**config.mk**
```make
export PLATFORM = sky130hd
export DESIGN_NAME = pexh_ctrl
export DESIGN_NICKNAME = d
export VERILOG_FILES = /design/src/rtl/pexh_pkg.sv /design/src/rtl/pexh_ctrl.sv
export SDC_FILE = /design/constraint.sdc
export NUM_CORES = 1
export LEC_CHECK = 0
export BUFFER_PORTS_ARGS = -buffer_cell sky130_fd_sc_hd__clkbuf_2
export CAP_MARGIN = 20
export CORE_MARGIN = 2
export CORE_UTILIZATION = 54
export DETAILED_ROUTE_END_ITERATION = 10
export GPL_TIMING_DRIVEN = 0
export PLACE_DENSITY = 0.77
export SLEW_MARGIN = 0
export SYNTH_ARGS = -nofsm -noshare
export SYNTH_HDL_FRONTEND = slang
export SYNTH_SLANG_ARGS = --single-unit
```
**constraint.sdc**
```tcl
create_clock -name aclk -period 2.1 [get_ports aclk]
set_clock_uncertainty 0.2 [all_clocks]
set_input_delay 0.315 -clock aclk [delete_from_list [all_inputs] [get_ports aclk]]
set_output_delay 0.315 -clock aclk [all_outputs]
set_load 0.05 [all_outputs]
```
**src/rtl/pexh_pkg.sv**
```systemverilog
// types, commands and constants shared by the photon exit histogram modules
// no dependencies
package pexh_pkg;

    localparam int ITEM_W   = 216;
    localparam int RES_W    = 64;
    localparam int CFG_IW   = 3;
    localparam int CFG_DW   = 24;
    localparam int TERMS    = 12;
    localparam int FLUSH_N  = 12;
    localparam logic [30:0] Q30_ONE = 31'h4000_0000;

    localparam logic [CFG_IW-1:0] REG_NUM_COEFFS  = 3'd0;
    localparam logic [CFG_IW-1:0] REG_MU_0        = 3'd1;
    localparam logic [CFG_IW-1:0] REG_MU_1        = 3'd2;
    localparam logic [CFG_IW-1:0] REG_MU_2        = 3'd3;
    localparam logic [CFG_IW-1:0] REG_MU_3        = 3'd4;
    localparam logic [CFG_IW-1:0] REG_DETECTOR_Z  = 3'd5;
    localparam logic [CFG_IW-1:0] REG_GRID_ORIGIN = 3'd6;
    localparam logic [CFG_IW-1:0] REG_BIN_SCALE   = 3'd7;

    typedef enum logic [4:0] {
        OP_NONE,
        OP_CLEAR,
        OP_LOAD,
        OP_BIN_X,
        OP_BIN_Y,
        OP_PROD,
        OP_SER_INIT,
        OP_SER_MUL,
        OP_SER_DIV,
        OP_POW,
        OP_ATT,
        OP_E1_SAVE,
        OP_MEM_RD,
        OP_MEM_WR,
        OP_READ_RD,
        OP_OUT_LOAD
    } dp_op_t;

    typedef enum logic [4:0] {
        ST_CLEAR,
        ST_IDLE,
        ST_CHECK,
        ST_BIN_X,
        ST_BIN_Y,
        ST_COEF,
        ST_PROD,
        ST_PCHK,
        ST_SER_INIT,
        ST_SER_MUL,
        ST_SER_DIV,
        ST_POW,
        ST_ATT,
        ST_E1_SAVE,
        ST_MEM_RD,
        ST_MEM_WR,
        ST_RD_MEM,
        ST_RD_OUT
    } ctrl_state_t;

    typedef struct packed {
        dp_op_t      op;
        logic [1:0]  coef;
        logic [3:0]  term_k;
        logic        x_one;
    } dp_cmd_t;

    typedef struct packed {
        logic        clr_last;
        logic        is_read;
        logic        hit;
        logic        flush;
        logic        n_zero;
        logic [2:0]  coef_cnt;
        logic        out_busy;
    } dp_stat_t;

    // reciprocal for exact floor(v/k), v below 2^31
    function automatic logic [31:0] div_mul(input logic [3:0] k);
        logic [31:0] m;
        case (k)
            4'd1:    m = 32'd2147483649;
            4'd2:    m = 32'd2147483649;
            4'd3:    m = 32'd2863311531;
            4'd4:    m = 32'd2147483649;
            4'd5:    m = 32'd3435973837;
            4'd6:    m = 32'd2863311531;
            4'd7:    m = 32'd2454267027;
            4'd8:    m = 32'd2147483649;
            4'd9:    m = 32'd3817748708;
            4'd10:   m = 32'd3435973837;
            4'd11:   m = 32'd3123612579;
            4'd12:   m = 32'd2863311531;
            default: m = 32'd2147483649;
        endcase
        return m;
    endfunction

    function automatic logic [5:0] div_shift(input logic [3:0] k);
        logic [5:0] s;
        case (k)
            4'd1:    s = 6'd31;
            4'd2:    s = 6'd32;
            4'd3:    s = 6'd33;
            4'd4:    s = 6'd33;
            4'd5:    s = 6'd34;
            4'd6:    s = 6'd34;
            4'd7:    s = 6'd34;
            4'd8:    s = 6'd34;
            4'd9:    s = 6'd35;
            4'd10:   s = 6'd35;
            4'd11:   s = 6'd35;
            4'd12:   s = 6'd35;
            default: s = 6'd31;
        endcase
        return s;
    endfunction

endpackage

```
**src/rtl/pexh_ctrl.sv**
```systemverilog
// sequencing state machine for the photon exit histogram
// depends on pexh_pkg
module pexh_ctrl
    import pexh_pkg::*;
(
    input  logic     aclk,
    input  logic     aresetn,
    input  logic     s_tvalid,
    output logic     s_tready,
    input  dp_stat_t stat,
    output dp_cmd_t  cmd
);

    ctrl_state_t state_reg, state_next;
    logic [2:0]  ci_reg, ci_next;
    logic [3:0]  kk_reg, kk_next;
    logic        init_reg, init_next;

    always_ff @(posedge aclk) begin
        if (!aresetn) begin
            state_reg <= ST_CLEAR;
            ci_reg    <= '0;
            kk_reg    <= 4'd1;
            init_reg  <= 1'b1;
        end else begin
            state_reg <= state_next;
            ci_reg    <= ci_next;
            kk_reg    <= kk_next;
            init_reg  <= init_next;
        end
    end

    always_comb begin
        state_next = state_reg;
        ci_next    = ci_reg;
        kk_next    = kk_reg;
        init_next  = init_reg;
        case (state_reg)
            ST_CLEAR:    if (stat.clr_last) state_next = ST_SER_INIT;
            ST_IDLE:     if (s_tvalid) state_next = ST_CHECK;
            ST_CHECK: begin
                if (stat.is_read) state_next = ST_RD_MEM;
                else if (stat.hit) state_next = ST_BIN_X;
                else state_next = ST_IDLE;
            end
            ST_BIN_X:    state_next = ST_BIN_Y;
            ST_BIN_Y: begin
                ci_next    = '0;
                state_next = ST_COEF;
            end
            ST_COEF:     state_next = (ci_reg == stat.coef_cnt) ? ST_MEM_RD : ST_PROD;
            ST_PROD:     state_next = ST_PCHK;
            ST_PCHK: begin
                if (stat.flush) begin
                    ci_next    = ci_reg + 3'd1;
                    state_next = ST_COEF;
                end else begin
                    state_next = ST_SER_INIT;
                end
            end
            ST_SER_INIT: begin
                kk_next    = 4'd1;
                state_next = ST_SER_MUL;
            end
            ST_SER_MUL:  state_next = ST_SER_DIV;
            ST_SER_DIV: begin
                if (kk_reg == 4'(TERMS)) begin
                    state_next = init_reg ? ST_E1_SAVE : ST_POW;
                end else begin
                    kk_next    = kk_reg + 4'd1;
                    state_next = ST_SER_MUL;
                end
            end
            ST_POW:      if (stat.n_zero) state_next = ST_ATT;
            ST_ATT: begin
                ci_next    = ci_reg + 3'd1;
                state_next = ST_COEF;
            end
            ST_E1_SAVE: begin
                init_next  = 1'b0;
                state_next = ST_IDLE;
            end
            ST_MEM_RD:   state_next = ST_MEM_WR;
            ST_MEM_WR:   state_next = ST_IDLE;
            ST_RD_MEM:   state_next = ST_RD_OUT;
            ST_RD_OUT:   if (!stat.out_busy) state_next = ST_IDLE;
            default:     state_next = ST_IDLE;
        endcase
    end

    always_comb begin
        cmd        = '0;
        cmd.op     = OP_NONE;
        cmd.coef   = ci_reg[1:0];
        cmd.term_k = kk_reg;
        cmd.x_one  = init_reg;
        s_tready   = 1'b0;
        case (state_reg)
            ST_CLEAR:    cmd.op = OP_CLEAR;
            ST_IDLE: begin
                s_tready = 1'b1;
                if (s_tvalid) cmd.op = OP_LOAD;
            end
            ST_BIN_X:    cmd.op = OP_BIN_X;
            ST_BIN_Y:    cmd.op = OP_BIN_Y;
            ST_PROD:     cmd.op = OP_PROD;
            ST_SER_INIT: cmd.op = OP_SER_INIT;
            ST_SER_MUL:  cmd.op = OP_SER_MUL;
            ST_SER_DIV:  cmd.op = OP_SER_DIV;
            ST_POW:      cmd.op = stat.n_zero ? OP_NONE : OP_POW;
            ST_ATT:      cmd.op = OP_ATT;
            ST_E1_SAVE:  cmd.op = OP_E1_SAVE;
            ST_MEM_RD:   cmd.op = OP_MEM_RD;
            ST_MEM_WR:   cmd.op = OP_MEM_WR;
            ST_RD_MEM:   cmd.op = OP_READ_RD;
            ST_RD_OUT:   cmd.op = stat.out_busy ? OP_NONE : OP_OUT_LOAD;
            default:     cmd.op = OP_NONE;
        endcase
    end

    a_term_range: assert property (@(posedge aclk) disable iff (!aresetn)
        (state_reg == ST_SER_MUL || state_reg == ST_SER_DIV)
            |-> (kk_reg >= 4'd1 && kk_reg <= 4'(TERMS)))
        else $error("series term counter out of range");

    a_coef_range: assert property (@(posedge aclk) disable iff (!aresetn)
        ci_reg <= 3'd4)
        else $error("coefficient counter out of range");

endmodule

```
==> qor.yml, run 1 <==
diodes: 0
grt_pass1_vias: 1156
critical_path.cell_chain: "buf_6 > or4b_4 > a21oi_2 > o21ai_2 > o31ai_2 > clkbuf_8"
cpPeakStageDelay_ns: 0.47
vias: 1329
min_from: "stat[4]"
hold_path_class: "in -> reg"
synth_area_leaders: "dfxtp_1, xor2_1, nand2_1, buf_4, o21ai_0"
crit_fanout: 10
setup_viol: 4
clkLatencyLatePin_ns: 0.29
core_um2: 2170
finalSetupTns_ns: -0.3569
rsz0062_at_grt: "true"
clkSinkCount: 13
dp_hpwl_mm: 2.320
crit_buf_inv: 2
pwr-share-clk: 0.093
status: "finished, violations left"
largest_reg_flops: 5
drive_above_1_share: 0.3613
synthCells: 157
power.leakage_nw: 0.6506
htreeDepth: 1
grt_pass1_wl_mm: 5.664
fin_nets: 207
r2r_start: "state_reg[2]$_SDFFE_PN0P_"
finalHoldViolations: 0
initialDrtViolationCount: 42
yosysTopAreaCell: "dfxtp_1"
wl_per_cell_um: 15.71
cts_max_path_buffers: 2
tritoncts: "yes"
syn-num-nets: 172
slowest_stage: "or4b_4"
portBuffers: 23
max_freq_mhz: 432.4
whs_ns: 0.1485
cp-start-kind: "register"
drc_errors: 0
utilization: 0.7232
drt-total-wl_mm: 3.440
r2r_cells: 6
power.switching_mw: 0.8598
ios: 25
antenna_found_initial: 0
power_density_nw_per_um2: 1131
seq_power_share: 0.184
switching_share: 0.4847
grt_usage: 0.2876
vdd_drop_max_v: 0.0009214
yosysWarnings: 0
violations: "setup timing"
dr.pass1.iters: 4
worstHoldPathCells: 4
maxCapViolations: 0
r2r_slack_ns: 0.23
die_w_um: 51.24
ys_types: 51
viasPerCell: 6.068
crit_path_end_kind: "primary output"
r2r_end: "state_reg[3]$_SDFFE_PN0P_"
yosysTopAreaCellShare: 0.2160
detail-route-antenna-nets: 0
setup_ws_ns: -0.2127
critPathRequiredTime_ns: 1.58
post_synth.cell_area_avg_um2: 7.675
ys_async_sr_fraction: 0
whs_endpoint: "state_reg[3]$_SDFFE_PN0P_"
gp_congestion: 0.9225
clk_pin_slew_worst_paths_ns: 0.09
grt_overflow: 0
root_buffer: "clkbuf_4"
grt_max_degree: 11
internal_power_mw: 0.9142
layout_min_cycle_time_ns: 2.313
cts_made_buffers: 3
start_util: 0.5554
slew_violations: 0
fin_crit_sh: 1.101
die_y_um: 51.24
synth-edff-count: 0
num_rows: 17
ys_ff_latch: 13
cp.arrival_ns: 1.80
dieArea_um2: 2625
place_area_um2: 1364
critPathKind: "reg -> out"
syn_to_final_growth_pct: 30.22
ys_seq_area_frac: 0.2160
syn_area_um2: 1205
ys_dominant_reg_cell: "dfxtp_1"
share_comb_of_total_power: 0.723
path_delay_family: "simple AND/OR/NAND/NOR gates"
fin_area_um2: 1569
-- cells in the mapped netlist (2+ instances only) --
library cell,number
nor3_1,2
a21oi_1,7
o2111ai_1,2
nor2_1,10
xor2_1,7
o21ai_0,8
o211ai_1,4
nand2b_1,6
dfxtp_1,13
a31oi_1,3
clkbuf_1,2
inv_1,7
nand4_1,4
o31ai_1,3
nand2_1,16
buf_4,6
o31a_1,2
buf_6,2
a211oi_1,2
a21boi_0,3
nor4_1,2
nor2b_1,5
nand3_1,4
and3_1,2
buf_2,5
and3b_1,2
ha_1,3
o21ai_1,2
-- worst max path at each step --
stage	startpoint	end	slack, ns	cells past startpoint
6_report	state_reg[4]$_SDFFE_PN0P_	cmd[7]	-0.21	6
3_3_place_gp	state_reg[3]$_SDFFE_PN0P_	cmd[7]	-0.24	6
5_1_grt	state_reg[2]$_SDFFE_PN0P_	cmd[7]	-0.26	6
2_1_floorplan	state_reg[0]$_SDFFE_PN0P_	cmd[7]	-0.17	6
4_1_cts	state_reg[3]$_SDFFE_PN0P_	cmd[7]	-0.17	6
3_5_place_dp	state_reg[3]$_SDFFE_PN0P_	cmd[7]	-0.23	6
-- layout by cell type, fill, tap and decap left out, types with 3 or more instances in the layout --
cell type / n
nand4_1: 4
nand2b_1: 6
nand2_1: 15
a31oi_1: 3
clkbuf_4: 5
dfxtp_4: 4
o21ai_0: 4
nor2_1: 8
o211ai_1: 4
clkbuf_2: 18
ha_1: 3
xor2_1: 7
inv_1: 7
dfxtp_1: 8
a21boi_0: 3
buf_6: 4
nor2b_1: 4
buf_4: 12
buf_8: 3
a21oi_1: 6
nand3_1: 4
clkbuf_8: 4
o21ai_1: 4
-- metal layers --
layer  up-vias  track usage  routed length, µm  share of wire
li1        638            -                  -              -
met1       615       0.3875               1482           0.43
met2        69       0.4805               1627           0.47
met3         7      0.02924                260          0.076
met4         0      0.09211                 69          0.020
met5         -            0                  0              0
-- area by class of cell --
cell class                 instances  area [µm²]
buffer                            16       148.9
clock buffer                       4       26.28
inverter                           7       26.28
sequential                        13       276.5
fill                             192       600.6
tap                               28       35.03
multi-input combinational        121       850.8
timing repair buffer              30       205.2
-- power groups by stage --
stage / registers [mW] / clock network [mW] / logic [mW]
floorplan: 0.327 / 0 / 0.754
global placement: 0.328 / 0 / 0.937
detailed placement: 0.331 / 0 / 0.956
CTS: 0.327 / 0.159 / 1.21
global route: 0.331 / 0.175 / 1.37
finish: 0.326 / 0.165 / 1.28
-- worst register-to-register path: cells and delay by family (launching register included) --
kind / cells / cell delay (ns)
AOI/OAI and AO/OA: 2 / 0.25
and+or+nand+nor: 2 / 0.76
DFF: 1 / 0.34
buffers and inverters: 2 / 0.27
-- cells by family (layout without fill, tap and decap cells) --
group / after synthesis / count (layout) / share of synthesized area
AOI/OAI and AO/OA: 44 / 44 / 0.2534
DFF: 13 / 13 / 0.2160
other: 1 / 1 / 0.003112
buffers and inverters: 23 / 57 / 0.1080
xor gates and xnor gates: 7 / 7 / 0.05088
and+or+nand+nor: 65 / 65 / 0.3292
adders and majority gates: 4 / 4 / 0.03946
-- timing repair --
action | 4_1_cts | 5_1_grt
setup endpoints to repair | 5 | 5
hold buffers | 0 | 0
pin swaps | 6 | 1
gates resized for setup | 37 | 7
buffers inserted | 6 | 1
-- per-stage QoR --
| stage | setup slack [ns] | std cells | total power, mW |
|---|---|---|---|
| floorplan | -0.1696 | 157 | 1.081 |
| global placement | -0.2409 | 208 | 1.266 |
| detailed placement | -0.2327 | 208 | 1.287 |
| CTS | -0.1737 | 218 | 1.700 |
| global route | -0.2633 | 219 | 1.871 |
| finish | -0.2127 | 219 | 1.774 |
No activity file was read; power rests on OpenSTA's default activity.
==> inputs of run 2 (changes only) <==
--- a/config.mk
+++ b/config.mk
@@ -7,6 +7,7 @@
 export LEC_CHECK = 0
 export BUFFER_PORTS_ARGS = -buffer_cell sky130_fd_sc_hd__clkbuf_2
 export CAP_MARGIN = 20
+export CORE_ASPECT_RATIO = 1.25
 export CORE_MARGIN = 2
 export CORE_UTILIZATION = 54
 export DETAILED_ROUTE_END_ITERATION = 10
==> run 2 against run 1 <==
The flow still finishes with violations (setup timing). Hold slack got worse by 0.015 ns. Critical path depth unchanged. Global-route usage decreased by 0.21 points. Design area increased by 6.6%. Sequential power about the same. Utilization increased by 5.0 points. Via count increased by 1.6%. First-iteration DRC count increased by 60%. Largest cell class unchanged. Largest power group unchanged. Highest routed layer unchanged.
==> qor.yml, run 2 (synthesis gave the netlist of run 1 again) <==
dieArea_um2: 2627  # was 2625 µm²
fin_crit_sh: 1.086  # was 1.101
portBuffers: 23  # unchanged
final_common_cell: "clkbuf_2"  # unchanged
dp_hpwl_mm: 2.416  # was 2.320 mm
clkLatencyLatePin_ns: 0.28  # was 0.29 ns
die_w_um: 46.25  # was 51.24 µm
critPathKind: "reg -> out"  # unchanged
htreeDepth: 1  # unchanged
drive_above_1_share: 0.4010  # was 0.3613
whs_endpoint: "kk_reg[3]$_SDFFE_PN0P_"  # was state_reg[3]$_SDFFE_PN0P_
drt-total-wl_mm: 3.704  # was 3.440 mm
ios: 25  # unchanged
grt_pass1_wl_mm: 5.595  # was 5.664 mm
grt_overflow: 0  # unchanged
grt_pass1_vias: 1214  # was 1,156
die_y_um: 56.81  # was 51.24 µm
dr.pass1.iters: 4  # unchanged
core_um2: 2163  # was 2170 µm²
power_density_nw_per_um2: 1153  # was 1131 nW/µm²
fin_nets: 208  # was 207
grt_usage: 0.2855  # was 0.2876
max_freq_mhz: 438.6  # was 432.4 MHz
antenna_found_initial: 0  # unchanged
utilization: 0.7733  # was 0.7232
r2r_end: "state_reg[3]$_SDFFE_PN0P_"  # unchanged
layout_common_cells: "clkbuf_2, nand2_1, buf_4"  # unchanged
gp_congestion: 0.8880  # was 0.9225
cts_max_path_buffers: 2  # unchanged
initialDrtViolationCount: 67  # was 42
diodes: 0  # unchanged
r2r_slack_ns: 0.13  # was 0.23 ns
cts_made_buffers: 3  # unchanged
status: "finished, violations left"  # unchanged
dp_slack_ns: -0.2563  # was -0.2327 ns
layout_min_cycle_time_ns: 2.280  # was 2.313 ns
hold_path_class: "in -> reg"  # unchanged
rsz0062_at_grt: "true"  # unchanged
violations: "setup timing"  # unchanged
multiInputGateArea_um2: 913.4  # was 850.8 µm²
wl_per_cell_um: 16.61  # was 15.71 µm
setup_ws_ns: -0.1800  # was -0.2127 ns
start_util: 0.5570  # was 0.5554
viasPerCell: 6.054  # was 6.068
r2r_cells: 6  # unchanged
worstHoldPathCells: 3  # was 4
min_from: "aresetn"  # was stat[4]
syn_to_final_growth_pct: 38.84  # was 30.22%
critPathRequiredTime_ns: 1.58  # about the same
register_area_um2: 276.5  # unchanged
largest_reg_flops: 5  # unchanged
power.leakage_nw: 0.6814  # was 0.6506 nW
vdd_drop_max_v: 0.001124  # was 0.0009214 V
cp.arrival_ns: 1.77  # was 1.80 ns
detail-route-antenna-nets: 0  # unchanged
finalHoldViolations: 0  # unchanged
setup_viol: 2  # was 4
tritoncts: "yes"  # unchanged
cp-start-kind: "register"  # unchanged
maxCapViolations: 0  # unchanged
num_rows: 19  # was 17
crit_fanout: 6  # was 10
crit_path_end_kind: "primary output"  # unchanged
drc_errors: 0  # unchanged
r2r_start: "state_reg[4]$_SDFFE_PN0P_"  # was state_reg[2]$_SDFFE_PN0P_
clkSinkCount: 13  # unchanged
root_buffer: "clkbuf_4"  # unchanged
slew_violations: 0  # unchanged
clk_pin_slew_worst_paths_ns: 0.08  # was 0.09 ns
grt_max_degree: 12  # was 11
vias: 1350  # was 1,329
fillers: 145  # was 192
## run 2: cell types whose count changed in the layout (fill, tap and decap cells not counted), moves of 2 or more
cell,change
clkbuf_8,-2
buf_6,+2
buf_12,+2
nand2_1,-2
buf_2,-2
nand2_2,+2
## run 2: how the worst max path moves through the flow
stage / slack, ns / from / end / depth (start not counted)
3_5_place_dp: -0.26 / state_reg[3]$_SDFFE_PN0P_ / cmd[7] / 6
2_1_floorplan: -0.17 / state_reg[0]$_SDFFE_PN0P_ / cmd[7] / 6
3_3_place_gp: -0.24 / state_reg[3]$_SDFFE_PN0P_ / cmd[7] / 6
5_1_grt: -0.22 / state_reg[3]$_SDFFE_PN0P_ / cmd[7] / 6
4_1_cts: -0.14 / state_reg[3]$_SDFFE_PN0P_ / cmd[7] / 6
6_report: -0.18 / state_reg[4]$_SDFFE_PN0P_ / cmd[7] / 6
## run 2: final cells by class
cell class              count  area share
clock buffers               4     0.01571
well taps                  31     0.02319
plain buffers              15     0.09125
flip-flops and latches     13      0.1653
multi-input cells         121      0.5460
repair buffers             32      0.1429
inverters                   7     0.01571
## run 2: stage by stage
step                instance area, µm²  power (mW)  setup TNS (ns)  hold WS (ns)  instances
finish                            1673       1.928         -0.2243        0.1335        223
detailed placement                1368       1.286         -0.5275        0.2854        211
global placement                  1368       1.265         -0.4406        0.2824        211
CTS                               1524       1.679         -0.4532        0.1334        218
global route                      1673       2.032         -0.4253        0.1848        223
floorplan                         1214       1.081         -0.2769        0.2557        157
## run 2: layer usage
layer | global-route usage | up-vias | part of all wire
li1 | - | 643 | -
met1 | 0.3327 | 625 | 0.38
met2 | 0.5099 | 67 | 0.54
met3 | 0.05788 | 15 | 0.058
met4 | 0.06122 | 0 | 0.024
met5 | 0 | - | 0
## run 2: where the power goes
part | internal, mW | total [mW] | switching [mW] | leakage (nW)
registers | 0.289 | 0.328 | 0.0398 | 0.109
clock network | 0.0739 | 0.160 | 0.0858 | 0.0150
logic | 0.655 | 1.44 | 0.785 | 0.558
total | 1.02 | 1.93 | 0.911 | 0.681
## run 2: what timing repair did
| action | 4_1_cts | 5_1_grt |
|---|---|---|
| pin swaps | 4 | 6 |
| hold buffers | 0 | 0 |
| setup buffers | 4 | 5 |
| endpoints found under the hold margin | 0 | 0 |
| gates resized for setup | 33 | 30 |
| endpoints found under the setup margin | 5 | 5 |
| gates cloned | 0 | 0 |
## run 2: worst max-delay path, cell delays in order, from the launching register on
cell and delay [ns]:
dfxtp_2 0.36, buf_6 0.13, or4b_4 0.49, a21oi_4 0.14, o21ai_2 0.07, o31ai_2 0.06, clkbuf_8 0.22
